**config.mk**
```make
export PLATFORM = sky130hd
export DESIGN_NAME = one_wire_bus_master_unit
export DESIGN_NICKNAME = d
export VERILOG_FILES = /design/src/owbm_pkg.sv /design/src/owbm_front.sv /design/src/owbm_back.sv /design/src/one_wire_bus_master_unit.sv
export SDC_FILE = /design/constraint.sdc
export NUM_CORES = 1
export LEC_CHECK = 0
export BUFFER_PORTS_ARGS = -buffer_cell sky130_fd_sc_hd__buf_2
export CORE_ASPECT_RATIO = 1.1
export CORE_MARGIN = 1
export CORE_UTILIZATION = 35
export CTS_CLUSTER_DIAMETER = 200
export DETAILED_ROUTE_END_ITERATION = 8
export PLACE_DENSITY = 0.61
export SLEW_MARGIN = 20
export SYNTH_ARGS = -nofsm -noshare
export SYNTH_HDL_FRONTEND = slang
export SYNTH_HIERARCHICAL = 1
export SYNTH_SLANG_ARGS = --single-unit
```
**constraint.sdc**
```tcl
create_clock -name clk -period 3.6 [get_ports clk]
set_input_delay 0.72 -clock clk [delete_from_list [all_inputs] [get_ports clk]]
set_output_delay 0.72 -clock clk [all_outputs]
set_load 0.005 [all_outputs]
```
**src/owbm_pkg.sv**
```systemverilog
// Shared types, codes, timing constants and helper functions of the bus master.
package owbm_pkg;

	localparam int unsigned TICK_W = 10;
	localparam int unsigned NUM_REGS = 8;

	localparam logic [2:0] CMD_NONE  = 3'd0;
	localparam logic [2:0] CMD_RESET = 3'd1;
	localparam logic [2:0] CMD_WBIT  = 3'd2;
	localparam logic [2:0] CMD_RBIT  = 3'd3;
	localparam logic [2:0] CMD_WBYTE = 3'd4;
	localparam logic [2:0] CMD_RBYTE = 3'd5;
	localparam logic [2:0] CMD_TOUCH = 3'd6;

	localparam logic [3:0] PH_IDLE       = 4'd0;
	localparam logic [3:0] PH_RST_PRE    = 4'd1;
	localparam logic [3:0] PH_RST_LOW    = 4'd2;
	localparam logic [3:0] PH_RST_WAIT   = 4'd3;
	localparam logic [3:0] PH_RST_REC    = 4'd4;
	localparam logic [3:0] PH_SLOT_LOW   = 4'd5;
	localparam logic [3:0] PH_WRITE_REST = 4'd6;
	localparam logic [3:0] PH_READ_WAIT  = 4'd7;
	localparam logic [3:0] PH_READ_REST  = 4'd8;

	localparam logic [2:0] REG_SHORT_LOW     = 3'd0;
	localparam logic [2:0] REG_W1_REST       = 3'd1;
	localparam logic [2:0] REG_LONG_LOW      = 3'd2;
	localparam logic [2:0] REG_W0_REST       = 3'd3;
	localparam logic [2:0] REG_SAMPLE_DELAY  = 3'd4;
	localparam logic [2:0] REG_READ_REST     = 3'd5;
	localparam logic [2:0] REG_RESET_LOW     = 3'd6;
	localparam logic [2:0] REG_PRESENCE_WAIT = 3'd7;

	localparam logic [TICK_W-1:0] RESET_PRE_TICKS      = 10'd0;
	localparam logic [TICK_W-1:0] RESET_RECOVERY_TICKS = 10'd410;

	localparam logic [TICK_W-1:0] REG_RESET_VAL [NUM_REGS] = '{
		10'd6, 10'd64, 10'd60, 10'd10, 10'd9, 10'd55, 10'd480, 10'd70
	};

	typedef logic [TICK_W-1:0] tick_t;

	typedef struct packed {
		logic [2:0] cmd;
		logic [7:0] data;
		logic       line;
	} req_t;

	function automatic tick_t dur(input tick_t v);
		return (v == '0) ? tick_t'(1) : v;
	endfunction

	function automatic logic slot_reads(input logic [2:0] cmd, input logic s0);
		return (cmd == CMD_RBIT) || (cmd == CMD_RBYTE) || ((cmd == CMD_TOUCH) && s0);
	endfunction

	function automatic tick_t slot_low(input logic [2:0] cmd, input logic s0,
			input tick_t short_t, input tick_t long_t);
		return (slot_reads(cmd, s0) || s0) ? dur(short_t) : dur(long_t);
	endfunction

endpackage

```
**src/owbm_front.sv**
```systemverilog
// Front end: accepts tick requests, decodes the command and queues them.
module owbm_front (
	input  logic           clk,
	input  logic           arst_n,
	input  logic           in_valid,
	output logic           in_stall,
	input  logic [2:0]     operation,
	input  logic [7:0]     data_byte,
	input  logic           line_level,
	output logic           head_valid,
	output owbm_pkg::req_t head,
	input  logic           pop
);
	import owbm_pkg::*;

	logic [1:0] count_q;
	logic       wr_ptr_q;
	logic       rd_ptr_q;
	req_t       entry0_q;
	req_t       entry1_q;
	req_t       decoded;
	logic       push;

	always_comb begin
		decoded.cmd  = (operation >= CMD_RESET && operation <= CMD_TOUCH) ? operation : CMD_NONE;
		decoded.data = data_byte;
		decoded.line = line_level;
	end

	assign in_stall   = (count_q == 2'd2);
	assign push       = in_valid && !in_stall;
	assign head_valid = (count_q != 2'd0);
	assign head       = rd_ptr_q ? entry1_q : entry0_q;

	always_ff @(posedge clk or negedge arst_n) begin
		if (!arst_n) begin
			count_q  <= 2'd0;
			wr_ptr_q <= 1'b0;
			rd_ptr_q <= 1'b0;
		end else begin
			if (push)
				wr_ptr_q <= ~wr_ptr_q;
			if (pop)
				rd_ptr_q <= ~rd_ptr_q;
			if (push && !pop)
				count_q <= count_q + 2'd1;
			else if (pop && !push)
				count_q <= count_q - 2'd1;
		end
	end

	always_ff @(posedge clk) begin
		if (push && !wr_ptr_q)
			entry0_q <= decoded;
		if (push && wr_ptr_q)
			entry1_q <= decoded;
	end

endmodule

```
**src/owbm_back.sv**
```systemverilog
// Back end: slot timing state machine, timing registers and result register.
module owbm_back (
	input  logic           clk,
	input  logic           arst_n,
	input  logic           wr_en,
	input  logic [2:0]     wr_index,
	input  logic [9:0]     wr_data,
	input  logic           head_valid,
	input  owbm_pkg::req_t head,
	output logic           pop,
	output logic           out_valid,
	input  logic           out_stall,
	output logic           drive_low,
	output logic           busy_res,
	output logic           done_res,
	output logic [7:0]     read_data,
	output logic           presence
);
	import owbm_pkg::*;

	tick_t      cfg_q [NUM_REGS];
	logic [3:0] phase_q;
	tick_t      tick_q;
	logic [3:0] bits_q;
	logic [7:0] send_q;
	logic [7:0] recv_q;
	logic [2:0] cmd_q;
	logic       pres_q;
	logic       out_valid_q;

	logic [3:0] ph;
	tick_t      tc;
	logic [3:0] bl;
	logic [7:0] ss;
	logic [7:0] rs;
	logic [2:0] ac;
	logic       pf;
	logic       fin;
	logic       drv;
	logic       bsy;

	assign pop = head_valid && (!out_valid_q || !out_stall);
	assign out_valid = out_valid_q;

	always_comb begin
		ph  = phase_q;
		tc  = tick_q;
		bl  = bits_q;
		ss  = send_q;
		rs  = recv_q;
		ac  = cmd_q;
		pf  = pres_q;
		fin = 1'b0;
		if (phase_q == PH_IDLE && head.cmd != CMD_NONE) begin
			ac = head.cmd;
			rs = 8'd0;
			if (ac == CMD_RESET) begin
				if (RESET_PRE_TICKS != '0) begin
					ph = PH_RST_PRE;
					tc = RESET_PRE_TICKS;
				end else begin
					ph = PH_RST_LOW;
					tc = dur(cfg_q[REG_RESET_LOW]);
				end
			end else begin
				bl = (ac == CMD_WBIT || ac == CMD_RBIT) ? 4'd1 : 4'd8;
				ss = (ac == CMD_WBIT) ? {7'd0, head.data[0]} : head.data;
				ph = PH_SLOT_LOW;
				tc = slot_low(ac, ss[0], cfg_q[REG_SHORT_LOW], cfg_q[REG_LONG_LOW]);
			end
		end
		drv = (ph == PH_RST_LOW) || (ph == PH_SLOT_LOW);
		bsy = (ph != PH_IDLE);
		if (bsy) begin
			tc = tc - tick_t'(1);
			if (tc == '0) begin
				case (ph)
					PH_RST_PRE: begin
						ph = PH_RST_LOW;
						tc = dur(cfg_q[REG_RESET_LOW]);
					end
					PH_RST_LOW: begin
						ph = PH_RST_WAIT;
						tc = dur(cfg_q[REG_PRESENCE_WAIT]);
					end
					PH_RST_WAIT: begin
						pf = ~head.line;
						ph = PH_RST_REC;
						tc = dur(RESET_RECOVERY_TICKS);
					end
					PH_SLOT_LOW: begin
						if (slot_reads(ac, ss[0])) begin
							ph = PH_READ_WAIT;
							tc = dur(cfg_q[REG_SAMPLE_DELAY]);
						end else begin
							ph = PH_WRITE_REST;
							tc = ss[0] ? dur(cfg_q[REG_W1_REST]) : dur(cfg_q[REG_W0_REST]);
						end
					end
					PH_READ_WAIT: begin
						rs = (ac == CMD_RBIT) ? {7'd0, head.line} : (rs | {head.line, 7'd0});
						ph = PH_READ_REST;
						tc = dur(cfg_q[REG_READ_REST]);
					end
					PH_WRITE_REST, PH_READ_REST: begin
						ss = ss >> 1;
						if (bl <= 4'd1) begin
							bl  = 4'd0;
							ph  = PH_IDLE;
							tc  = '0;
							fin = 1'b1;
						end else begin
							bl = bl - 4'd1;
							if (ac == CMD_RBYTE || ac == CMD_TOUCH)
								rs = rs >> 1;
							ph = PH_SLOT_LOW;
							tc = slot_low(ac, ss[0], cfg_q[REG_SHORT_LOW], cfg_q[REG_LONG_LOW]);
						end
					end
					default: begin
						ph  = PH_IDLE;
						tc  = '0;
						fin = 1'b1;
					end
				endcase
			end
		end
	end

	always_ff @(posedge clk or negedge arst_n) begin
		if (!arst_n) begin
			for (int i = 0; i < NUM_REGS; i++)
				cfg_q[i] <= REG_RESET_VAL[i];
			phase_q     <= PH_IDLE;
			tick_q      <= '0;
			bits_q      <= 4'd0;
			send_q      <= 8'd0;
			recv_q      <= 8'd0;
			cmd_q       <= CMD_NONE;
			pres_q      <= 1'b0;
			out_valid_q <= 1'b0;
			drive_low   <= 1'b0;
			busy_res    <= 1'b0;
			done_res    <= 1'b0;
			read_data   <= 8'd0;
			presence    <= 1'b0;
		end else begin
			if (wr_en)
				cfg_q[wr_index] <= wr_data;
			if (pop) begin
				phase_q   <= ph;
				tick_q    <= tc;
				bits_q    <= bl;
				send_q    <= ss;
				recv_q    <= rs;
				cmd_q     <= ac;
				pres_q    <= pf;
				drive_low <= drv;
				busy_res  <= bsy;
				done_res  <= fin;
				read_data <= rs;
				presence  <= pf;
			end
			if (pop)
				out_valid_q <= 1'b1;
			else if (!out_stall)
				out_valid_q <= 1'b0;
		end
	end

endmodule

```
**src/one_wire_bus_master_unit.sv**
```systemverilog
// Top level of the one-wire bus master: request queue front end and slot timing back end.
// A tick request is registered in the request queue, then in the result register.
// Throughput: one tick request per cycle while the result register is not stalled.
// The two-entry request queue takes requests while the back end stalls, until it is full.
// Reset: arst_n is asynchronous and active low; it restores the default slot timings,
// idles the bus, clears read data and presence, and empties the queue and result register.
module one_wire_bus_master_unit (
	input  logic       clk,
	input  logic       arst_n,
	input  logic       wr_en,
	input  logic [2:0] wr_index,
	input  logic [9:0] wr_data,
	input  logic       in_valid,
	output logic       in_stall,
	input  logic [2:0] operation,
	input  logic [7:0] data_byte,
	input  logic       line_level,
	output logic       out_valid,
	input  logic       out_stall,
	output logic       drive_low,
	output logic       busy_res,
	output logic       done_res,
	output logic [7:0] read_data,
	output logic       presence
);
	import owbm_pkg::*;

	logic head_valid;
	req_t head;
	logic pop;

	owbm_front u_front (
		.clk        (clk),
		.arst_n     (arst_n),
		.in_valid   (in_valid),
		.in_stall   (in_stall),
		.operation  (operation),
		.data_byte  (data_byte),
		.line_level (line_level),
		.head_valid (head_valid),
		.head       (head),
		.pop        (pop)
	);

	owbm_back u_back (
		.clk        (clk),
		.arst_n     (arst_n),
		.wr_en      (wr_en),
		.wr_index   (wr_index),
		.wr_data    (wr_data),
		.head_valid (head_valid),
		.head       (head),
		.pop        (pop),
		.out_valid  (out_valid),
		.out_stall  (out_stall),
		.drive_low  (drive_low),
		.busy_res   (busy_res),
		.done_res   (done_res),
		.read_data  (read_data),
		.presence   (presence)
	);

endmodule

```
# == Word level (Yosys, flattened, before mapping) ==
# Index checks and enable logic that the tools add are counted.
# classes
n_bitwise,5
n_addsub,4
n_eq_ne,17
n_lt_le_gt_ge,5
mux,62
n_reduce_logical,46
# ops
op,count
10-bit two-way mux,18
8-bit two-way mux,12
10-bit logical NOT,9
80-bit bitwise mux,1
10-bit one-hot mux with 6 select lines,1
4-bit two-way mux,10
10-bit demux with 3-bit select,1
4-bit one-hot mux with 6 select lines,1
8-bit one-hot mux with 2 select lines,1
"3-bit == test, second input constant",4
"4-bit by 3-bit == test with 1-bit output, second input constant",3
1-bit logical AND,12
12-bit two-way mux,1
3-bit two-way mux,4
1-bit logical OR,11
"10-bit by 1-bit subtractor with 10-bit output, second input constant",1
"3-bit by 2-bit == test with 1-bit output, second input constant",3
1-bit two-way mux,9
"4-bit by 2-bit == test with 1-bit output, second input constant",2
8-bit OR,1
1-bit logical NOT,6
5-bit OR reduction,1
"4-bit by 1-bit == test with 1-bit output, second input constant",1
"4-bit == test, second input constant",1
other kinds (21),25
# totals
input_bits,30
regBits,150

# == Longest topological paths before layout ==
# Gate-level depths: netlist (run 1).
# depth
word_depth,13
ltp_mapped,17
mapped_depth_nobuf,13

# == Cells and area by module ==
# The synthesis (run 1) kept the hierarchy.
# by_module_without_submodules
mod,n_inst,area_per_inst_um2,cells_per_inst,seq_area_each_um2
owbm_back,1,6784.0,654,3081.7
owbm_front,1,1121.1,59,820.8

# == Least setup slack after synthesis (run 1) ==
# Ideal clock, no wire load.
# synth_timing
path_kind,register to register
from,register u_front.rd_ptr_q
to,register u_back.send_q[1]
path_buffers,3
t_required_ns,3.474
synth_period_minus_slack_ns,3.748
slack_ns,-0.148
stages_incl_launch_ff,16
arrival_ns,3.622
setup_time_ns,0.126
path_cell_list,dfrtp_1 > buf_6 > mux2_4 > buf_2 > nor3_1 > nor2_4 > buf_6 > o22ai_1 > a21o_1 > ha_1 > o221ai_1 > nor3b_1 > o21ai_1 > nor4_2 > nor2_1 > a221o_1
# synth_rtl
item,line_no,source
from (decl),owbm_front.sv:18,logic rd_ptr_q;
from (signal assigned),owbm_front.sv:44,rd_ptr_q <= ~rd_ptr_q;
to (signal assigned),owbm_back.sv:154,send_q <= ss;
to (decl),owbm_back.sv:25,logic [7:0] send_q;

==> results of run 1 <==
## state kept, by name, indices dropped and copies added (netlist names), 2 cells and up
name              flops
u_back/send_q         8
u_back/tick_q        10
u_back/cfg_q         80
u_front/entry0_q     12
u_back/bits_q         4
u_back/cmd_q          3
u_back/recv_q         8
u_back/phase_q        4
u_front/entry1_q     12
u_front/count_q       2
## cells in the mapped netlist, drive strengths merged (4+ instances only)
cell    instances
a31oi          11
nor3           15
dfstp          23
nand4b          4
a21boi          4
buf            15
nand2b          7
nor4           16
or2             4
inv            14
edfxtp         24
a222oi          6
xor2            6
dfrtp         103
a21o            8
a21oi          25
xnor2           8
a221oi          4
nand3          24
nor2           41
mux2i          15
nand2          78
clkbuf         23
and2            5
o221ai          6
o211ai          7
o22ai          11
a221o          10
o21ai          22
nor3b           5
mux2           97
ha              5
a32o           10
nor2b          12
a211o           4
## power breakdown
part	total, W	internal, W	switching [W]
logic	0.00353	0.00159	0.00194
clock network	0.00190	0.00110	0.000799
registers	0.00255	0.00221	0.000334
total	0.00797	0.00490	0.00307
## placed cells by master (no fill, tap or decap), types with 5 or more instances in the layout
| cell | count |
|---|---|
| buf_4 | 69 |
| xnor2_1 | 8 |
| mux2_2 | 87 |
| nand3_1 | 23 |
| nand2_1 | 77 |
| nor2b_1 | 12 |
| mux2_4 | 10 |
| buf_2 | 42 |
| dfstp_2 | 23 |
| edfxtp_1 | 24 |
| a222oi_1 | 6 |
| mux2i_1 | 15 |
| nor2_1 | 37 |
| o22ai_1 | 10 |
| a21o_1 | 8 |
| nand2b_1 | 7 |
| xor2_1 | 6 |
| nor4_1 | 14 |
| clkbuf_16 | 18 |
| o221ai_1 | 5 |
| o211ai_1 | 7 |
| nor3_1 | 12 |
| inv_1 | 13 |
| a32o_1 | 10 |
| and2_1 | 5 |
| dfrtp_1 | 102 |
| a221o_1 | 10 |
| a21oi_1 | 25 |
| a31oi_1 | 10 |
| o21ai_0 | 20 |
## critical path, stage by stage, from the launching register on
cell and delay, ns:
dfrtp_2 0.46, mux2_4 0.35, xor2_1 0.18, a21o_1 0.23, buf_4 0.19, a221o_1 0.36
a22oi_1 0.27, and4_1 0.26, o21ai_2 0.07, buf_4 0.17, nor3_4 0.25, buf_4 0.17
nand3_1 0.09, o221a_2 0.32
## stage by stage
| stage | std cells | power [W] |
|---|---|---|
| finish | 1116 | 0.007969 |
| global route | 1116 | 0.008417 |
| CTS | 1108 | 0.007921 |
| detailed placement | 1076 | 0.005987 |
| global placement | 1076 | 0.005958 |
| floorplan | 713 | 0.004807 |
## metal layers
metal  part of all wire  vias to the layer above  track usage
li1                   -                     2885            -
met4              0.021                        0      0.06890
met1               0.45                     3075       0.2489
met5                  0                        -            0
met2               0.48                      182       0.3092
met3              0.051                       29      0.04114
## worst max path at each step
| stage | start | end | depth (start not counted) |
|---|---|---|---|
| after global routing | u_front/rd_ptr_q | u_back/tick_q[4] | 13 |
| final | u_front/rd_ptr_q | u_back/phase_q[2] | 13 |
| after global placement | u_back/phase_q[0] | u_back/recv_q[5] | 14 |
| after detailed placement | u_front/rd_ptr_q | u_back/recv_q[0] | 13 |
| after floorplan | u_front/rd_ptr_q | u_back/bits_q[3] | 16 |
| after CTS | u_back/phase_q[0] | u_back/recv_q[4] | 13 |
## area by class of cell
class	instances	area, um2	area share
well taps	295	369.1	0.03848
clock buffers	18	450.4	0.04695
flip-flops and latches	150	3904	0.4069
inverters	14	52.55	0.005478
multi-input cells	511	3847	0.4011
repair buffers	114	788.3	0.08217
clock inverters	14	181.4	0.01891
## timing repair
item,in CTS,in global routing
pin swaps,0,6
resized for setup,2,5
cloned,0,0
endpoints found under the setup margin,8,25
buffers inserted,0,8
hold endpoints to repair,0,0
## logic make-up after synthesis
group / after synthesis / synth area share
simple gates: 224 / 0.1440
compound gates: 156 / 0.1464
flops: 150 / 0.4937
mux: 112 / 0.1619
buf+inv: 52 / 0.03055
xor+xnor: 14 / 0.01551
fa+ha+maj: 5 / 0.007914
==> out/metrics.csv, run 1 <==
metric;value;unit
drive_above_1_share;0.3703;
fmax;288.2;MHz
synth.top_cell.area_share;0.3261;
synth_cell_types;73;
io_buffers;43;
r2r_start;u_front/rd_ptr_q;
relSlewSlack;0.5077;
drt_iter0_markers;360;
dp_slack;-0.01966;ns
ioPinCount;44;
clk_latency;0.43;ns
die_h;159.6;um
grt_pass1_wl;34.13;mm
dp_hpwl;15.57;mm
worst_ep_arrival_time;3.79;ns
syn2layout_area_growth;21.35;%
drv_slew;0;
p_leak;4.047;nW
clockBufferDepth;2;
yosys_warnings;6;
synth_enable_flop_cells;24;
num_vias;6171;
synth_area_per_cell;11.09;um2
fin_worst_skew;0.01235;ns
setup_tns;0;ns
cts_max_level;4;
cts_root_buffer;clkbuf_16;
critical_path.max_fanout;6;
start_util;0.3576;
core.rowCount;57;
grt.overflow.total;0;
diodes;0;
seq_area_frac_synth;0.4937;
reg2reg_depth;13;
path_class;reg2reg;
postPlaceCellArea;8852;um2
fill_cells;2100;
core_area;22110;um2
fp.dieArea;23190;um2
syn-num-nets;748;
hold_viol;0;
setup_viol;0;
final_design_area_no_fill;9593;um2
rsz0062_at_grt;true;
r2r-end;u_back/phase_q[2];
postRouteAntennaNets;0;
status;finished clean;
drv_cap;0;
power.density;830.7;nW/um2
yosys.area.top_type;dfrtp_1;
ctsHoldBuffers;0;
grt_max_degree;55;
antenna_found_initial;0;
die_w;145.3;um
wl_per_cell;19.14;um
cts_buffers;17;
netlist_instances;713;
grt_pass1_vias;6188;
cts_tree;yes;
avgViaCountPerCell;5.530;
max-vdd-ir-drop;0.0004320;V
routabilityCongestion;0.8956;
cts.sinks;150;
drc;0;
worstMarginPinSlew;0.7377;ns
ys_top_cells_by_area;dfrtp_1 (33%), mux2_2 (12%), edfxtp_1 (9.1%);
min_path_type;in2async;
fin_crit;3.470;ns
r2r_slack;0.13;ns
wl;21.36;mm
final_util;0.4339;
finalCritPeriodShare;0.9639;
first_pass_iters;5;
clkTransAtPathRegs;0.07;ns
synthesis.area;7905;um2
synth_seq_cells;150;
fin_ws;0.1299;ns
track_usage;0.1900;
crit_path_start_kind;flip-flop;
synthArstFlopShare;0.8400;
crit_required;3.92;ns
fin_worst_hold_slack;0.2503;ns
synthFlopType;dfrtp_1;
worst_setup_path_end_kind;flip-flop;
nNetsFinal;843;
Power figures use the tool's default switching activity.
==> run 2, diff against run 1 <==
Clock period 3.6 ns to 3.13 ns, I/O delays scaled along.
==> run 2 against run 1 <==
The run now ends with setup timing left; register-to-register slack worse by 0.37 ns; first-iteration DRC count rose by 23%; core utilization rose by 2.3 points; largest cell class is now multi-input gates.
==> out/metrics.csv, run 2 (synthesis gave the netlist of run 1 again) <==
metric;value;unit;change
status;finished with violations;;
failed_checks;setup timing;;
min_path_type;in2async;;
final_util;0.4565;;+0.02264
track_usage;0.1953;;+0.005243
diodes;0;;unchanged
hold_viol;0;;unchanged
io_buffers;43;;unchanged
ioPinCount;44;;unchanged
postRouteAntennaNets;0;;unchanged
die_h;159.6;um;unchanged
drc;0;;unchanged
worst_setup_path_end_kind;flip-flop;;
p_leak;4.261;nW;+5.3%
routabilityCongestion;0.8952;;about the same
fin_worst_skew;0.01550;ns;+0.003143 ns
path_class;reg2reg;;
cts_root_buffer;clkbuf_16;;
rsz0062_at_grt;true;;
ctsHoldBuffers;0;;unchanged
crit_required;3.51;ns;-0.41 ns
fin_crit;3.372;ns;-0.09778 ns
first_pass_iters;5;;unchanged
worst_ep_arrival_time;3.75;ns;-0.04 ns
grt_pass1_vias;6292;;+1.7%
clockBufferDepth;2;;unchanged
wl;22.06;mm;+3.3%
drv_cap;0;;unchanged
p_comb_frac;0.482;;+0.039
crit_path_start_kind;flip-flop;;
final_cell_mix;dfrtp_1 (103), buf_4 (90), mux2_2 (87), nand2_1 (76), buf_2 (42);;
final_common_cell;dfrtp_1;;
wl_per_cell;19.20;um;+0.29%
avgViaCountPerCell;5.508;;-0.39%
nNetsFinal;876;;+3.9%
cts_buffers;17;;unchanged
clk_latency;0.44;ns;about the same
drt_iter0_markers;444;;+23%
drive_above_1_share;0.4192;;+0.04892
antenna_found_initial;0;;unchanged
power;0.009767;W;+23%
core.rowCount;57;;unchanged
cts_max_level;4;;unchanged
num_vias;6329;;+2.6%
p_seq_frac;0.300;;-0.019
swShare;0.3887;;+0.003591
p_switching;0.003796;W;+24%
top_regs;u_back/cfg_q (80), u_front/entry0_q (12), u_front/entry1_q (12);;
fill_cells;2087;;-0.62%
fin_worst_hold_slack;0.2428;ns;-0.007437 ns
grt_max_degree;127;;+130%
core_area;22110;um2;unchanged
grt.overflow.total;0;;unchanged
cts.sinks;150;;unchanged
max-vdd-ir-drop;0.0005167;V;+20%
critical_path.max_fanout;6;;unchanged
dp_hpwl;15.63;mm;+0.42%
grt_pass1_wl;34.78;mm;+1.9%
relSlewSlack;0.5127;;+0.005041
syn2layout_area_growth;27.68;%;
finalCritPeriodShare;1.077;;+0.1135
fin_ws;-0.2423;ns;-0.3722 ns
setup_viol;35;;+35
power.density;967.6;nW/um2;+16%
start_util;0.3576;;unchanged
worstMarginPinSlew;0.7309;ns;-0.006749 ns
top_register;u_back/cfg_q;;
clkTransAtPathRegs;0.06;ns;about the same
die_w;145.3;um;unchanged
fp.dieArea;23190;um2;unchanged
p_int;0.005971;W;+22%
drv_slew;0;;unchanged
largest_register_ff_count;80;;unchanged
power_frac_clock;0.218;;-0.020
fmax;296.5;MHz;+2.9%
cts_tree;yes;;
## run 2: power by group through the flow
stage               sequential, W  combinational (W)  clock [W]
CTS                       0.00292            0.00450    0.00218
detailed placement        0.00295            0.00426          0
finish                    0.00293            0.00471    0.00213
global route              0.00299            0.00504    0.00225
floorplan                 0.00282            0.00277          0
global placement          0.00294            0.00422          0
## run 2: what timing repair did
action | CTS | global route
gates cloned | 0 | 0
gates resized for setup | 37 | 17
buffers inserted | 8 | 6
pin swaps | 18 | 20
setup endpoints to repair | 36 | 36
## run 2: final timing paths
path / from / end / cells past startpoint / slack (ns)
setup / recovery: u_front/rd_ptr_q / u_back/phase_q[2] / 15 / -0.24
setup reg to reg: u_front/rd_ptr_q / u_back/phase_q[2] / 15 / -0.24
min in group clk: data_byte[5] / u_front/entry1_q[6] / 1 / 0.38
max in group asynchronous: arst_n / u_back/recv_q[1] / 2 / 2.31
hold reg to reg: u_back/busy_res / u_back/busy_res / 2 / 0.47
hold / removal: arst_n / u_front/wr_ptr_q / 2 / 0.24
## run 2: final cells by class
cell class	instances	area, um2	area share
clock inverter	15	185.2	0.01835
clock buffer	17	425.4	0.04215
tap	295	369.1	0.03657
multi-input combinational	511	4065	0.4028
inverter	14	52.55	0.005206
sequential	150	3902	0.3866
timing repair buffer	147	1094	0.1083
## run 2: metal layers
metal	wire length, um	vias up	GRT usage
met5	0	-	0
met4	509	0	0.07321
met3	1147	36	0.04229
met2	10660	187	0.3221
met1	9739	3161	0.2510
li1	-	2945	-
## run 2: worst max-delay path: stages, from the launching register on
cell	delay, ns
dfrtp_1	0.42
mux2_4	0.34
buf_6	0.14
nor3_4	0.16
buf_6	0.14
nor2_4	0.05
o22ai_2	0.20
a21o_1	0.24
ha_4	0.20
o221ai_4	0.12
nor3b_4	0.23
o21ai_4	0.11
or3_4	0.39
buf_8	0.15
a21oi_1	0.21
o221a_2	0.22
## run 2: per-stage QoR
step	setup WS [ns]	instances	area [um2]	setup TNS, ns
2_1_floorplan	-0.3155	713	8016	-7.901
3_5_place_dp	-0.2689	1105	9146	-7.138
3_3_place_gp	-0.1915	1105	9146	-4.876
6_report	-0.2423	1149	10090	-6.129
5_1_grt	-0.3943	1149	10090	-11.39
4_1_cts	-0.2312	1144	9977	-4.621
==> run 3, diff against run 2 <==
Settings changed: MAX_ROUTING_LAYER set to met4, PLACE_DENSITY 0.61 to not set, PLACE_DENSITY_LB_ADDON set to 0.12.
==> run 3 against run 2 <==
The run still ends with setup timing left; routed wire length grew 8.6%; sequential share of layout area shrank 0.51 points; register-to-register slack gained 0.03 ns; critical path type unchanged.
==> out/metrics.csv, run 3 (synthesis gave the netlist of run 1 again) <==
metric;value;unit;change
wl_per_cell;20.54;um;+7.0%
worst_ep_arrival_time;3.70;ns;-0.05 ns
crit_required;3.49;ns;-0.02 ns
postRouteAntennaNets;0;;unchanged
fin_worst_skew;0.01164;ns;-0.003856 ns
dp_hpwl;18.00;mm;+15%
hold_viol;0;;unchanged
clk_latency;0.43;ns;about the same
final_cell_mix;buf_4 (109), dfrtp_1 (102), mux2_2 (87), nand2_1 (75), buf_2 (42);;
first_pass_iters;5;;unchanged
cts.sinks;150;;unchanged
worst-path-stages;14;;-1
top_layer;met4;;
postPlaceCellArea;9314;um2;+1.8%
reg2reg_depth;14;;-1
max-vdd-ir-drop;0.0005323;V;+3.0%
top_register;u_back/cfg_q;;
routabilityCongestion;0.9313;;+4.0%
failed_checks;setup timing;;
crit_start;u_front/rd_ptr_q;;
drv_cap;0;;unchanged
fmax;299.1;MHz;+0.86%
final_common_cell;buf_4;;
antenna_found_initial;0;;unchanged
status;finished with violations;;
crit_path_start_kind;flip-flop;;
r2r_start;u_front/rd_ptr_q;;
finalCritPeriodShare;1.068;;-0.009173
track_usage;0.2221;;+0.02681
cts_root_buffer;clkbuf_16;;
cts_max_level;4;;unchanged
top_regs;u_back/cfg_q (80), u_front/entry0_q (12), u_front/entry1_q (12);;
worst_setup_path_end_kind;flip-flop;;
cp_slowest_cell;dfrtp_2;;
final_design_area_no_fill;10230;um2;+1.4%
grt_max_degree;53;;-58%
p_leak;4.357;nW;+2.2%
num_vias;6462;;+2.1%
avgViaCountPerCell;5.542;;+0.61%
syn2layout_area_growth;29.44;%;
p_switching;0.003880;W;+2.2%
die_w;145.3;um;unchanged
cts_buffers;17;;unchanged
path_cells;mux2_4 > xor2_2 > a21o_4 > mux2i_1 > a21o_1 > buf_4 > buf_4 > ha_1 > and4_1 > o21ai_2 > or3_4 > buf_8 > nor3_4 > a32o_1;;
swShare;0.3885;;about the same
grt_pass1_wl;38.09;mm;+9.5%
fp.dieArea;23190;um2;unchanged
io_buffers;43;;unchanged
path_buf_inv;3;;unchanged
p_comb_frac;0.496;;+0.014
power;0.009986;W;+2.3%
drv_slew;0;;unchanged
grt.overflow.total;0;;unchanged
nNetsFinal;893;;+1.9%
path_class;reg2reg;;
die_h;159.6;um;unchanged
setup_viol;35;;unchanged
clockBufferDepth;2;;unchanged
drive_above_1_share;0.4351;;+0.01593
wl;23.95;mm;+8.6%
drt_iter0_markers;428;;-3.6%
power.density;976.0;nW/um2;+0.86%
fin_crit;3.344;ns;-0.02871 ns
p_seq_frac;0.293;;-0.007
cts_tree;yes;;
largest_register_ff_count;80;;unchanged
clkTransAtPathRegs;0.07;ns;about the same
p_int;0.006107;W;+2.3%
dr_wl_met2;12.35;mm;+16%
dr_wl_met3;1.080;mm;-5.8%
critPathCapture;u_back/recv_q[6];;
r2r_slack;-0.21;ns;+0.03 ns
r2r-end;u_back/recv_q[6];;
cp_top_family;simple AND/OR/NAND/NOR gates;;
wirelength_met1;9.706;mm;-0.34%
ioPinCount;44;;unchanged
critical_path.max_fanout;6;;unchanged
power_frac_clock;0.211;;-0.007
path_common_cell;buf_4;;
rsz0062_at_grt;true;;
diodes;0;;unchanged
drc;0;;unchanged
slowest_delay;0.44;ns;+0.02 ns
fin_ws;-0.2136;ns;+0.02871 ns
core_area;22110;um2;unchanged
start_util;0.3576;;unchanged
core.rowCount;57;;unchanged
min_path_type;in2async;;
relSlewSlack;0.5566;;+0.04386
dp_slack;-0.3256;ns;-0.05663 ns
worstMarginPinSlew;0.6627;ns;-0.06824 ns
grt_pass1_vias;6822;;+8.4%
-- run 3: changes by cell type in the layout (fill, tap and decap cells not counted), moves of 2 or more --
cell      before  now
buf_12         4    6
buf_4         90  109
buf_6         10    6
nand3_1       23   21
nand3_2        0    2
nor3b_2        1    3
o21ai_4        2    0
o221ai_1       5    1
o221ai_2       0    5
-- run 3: area by class of cell --
cell class                 instances  area [um2]
clock inverter                    14       165.2
tap                              295       369.1
sequential                       150        3904
clock buffer                      18       439.2
inverter                          14       52.55
fill                            2086       11880
timing repair buffer             164        1231
multi-input combinational        511        4071
-- run 3: worst reg2reg max path, stage by stage, from the launching register on --
cell	delay, ns
dfrtp_2	0.44
mux2_4	0.35
xor2_2	0.21
a21o_4	0.19
mux2i_1	0.24
a21o_1	0.21
buf_4	0.14
buf_4	0.09
ha_1	0.14
and4_1	0.20
o21ai_2	0.09
or3_4	0.39
buf_8	0.15
nor3_4	0.24
a32o_1	0.18
-- run 3: layer usage --
layer	global-route usage	vias to the layer above
met2	0.3896	195
li1	-	2975
met5	-	-
met1	0.2507	3236
met4	0.09234	0
met3	0.03600	56
-- run 3: worst min path at each step --
| stage | start | to | slack (ns) |
|---|---|---|---|
| final | arst_n | u_back/cfg_q[38] | 0.1 |
| after global routing | arst_n | u_back/cfg_q[38] | 0.10 |
| after CTS | arst_n | u_back/cfg_q[38] | 0.1 |
| after detailed placement | u_back/send_q[7] | u_back/send_q[7] | 0.48 |
| after global placement | u_back/send_q[7] | u_back/send_q[7] | 0.46 |
| after floorplan | arst_n | u_back/bits_q[0] | 0.33 |
-- run 3: power by group through the flow --
| stage | clock network, W | logic [W] | registers, W |
|---|---|---|---|
| floorplan | 0 | 0.00277 | 0.00282 |
| global placement | 0 | 0.00449 | 0.00293 |
| detailed placement | 0 | 0.00454 | 0.00294 |
| CTS | 0.00216 | 0.00478 | 0.00292 |
| global route | 0.00226 | 0.00530 | 0.00299 |
| finish | 0.00211 | 0.00495 | 0.00293 |
-- run 3: stage by stage --
stage	TNS, ns	instances	hold slack, ns	utilization
after floorplan	-7.901	713	0.3304	-
after global placement	-5.158	1124	0.4591	0.4213
after detailed placement	-6.948	1124	0.4765	0.4213
after CTS	-3.934	1163	0.09622	0.4578
after global routing	-10.49	1166	0.1029	0.4628
final	-5.228	1166	0.09809	0.4628
-- run 3: repair_timing --
action,4_1_cts,5_1_grt
gates resized for setup,32,19
pin swaps,11,8
endpoints found under the setup margin,35,36
hold buffers,0,0
setup buffers,7,3
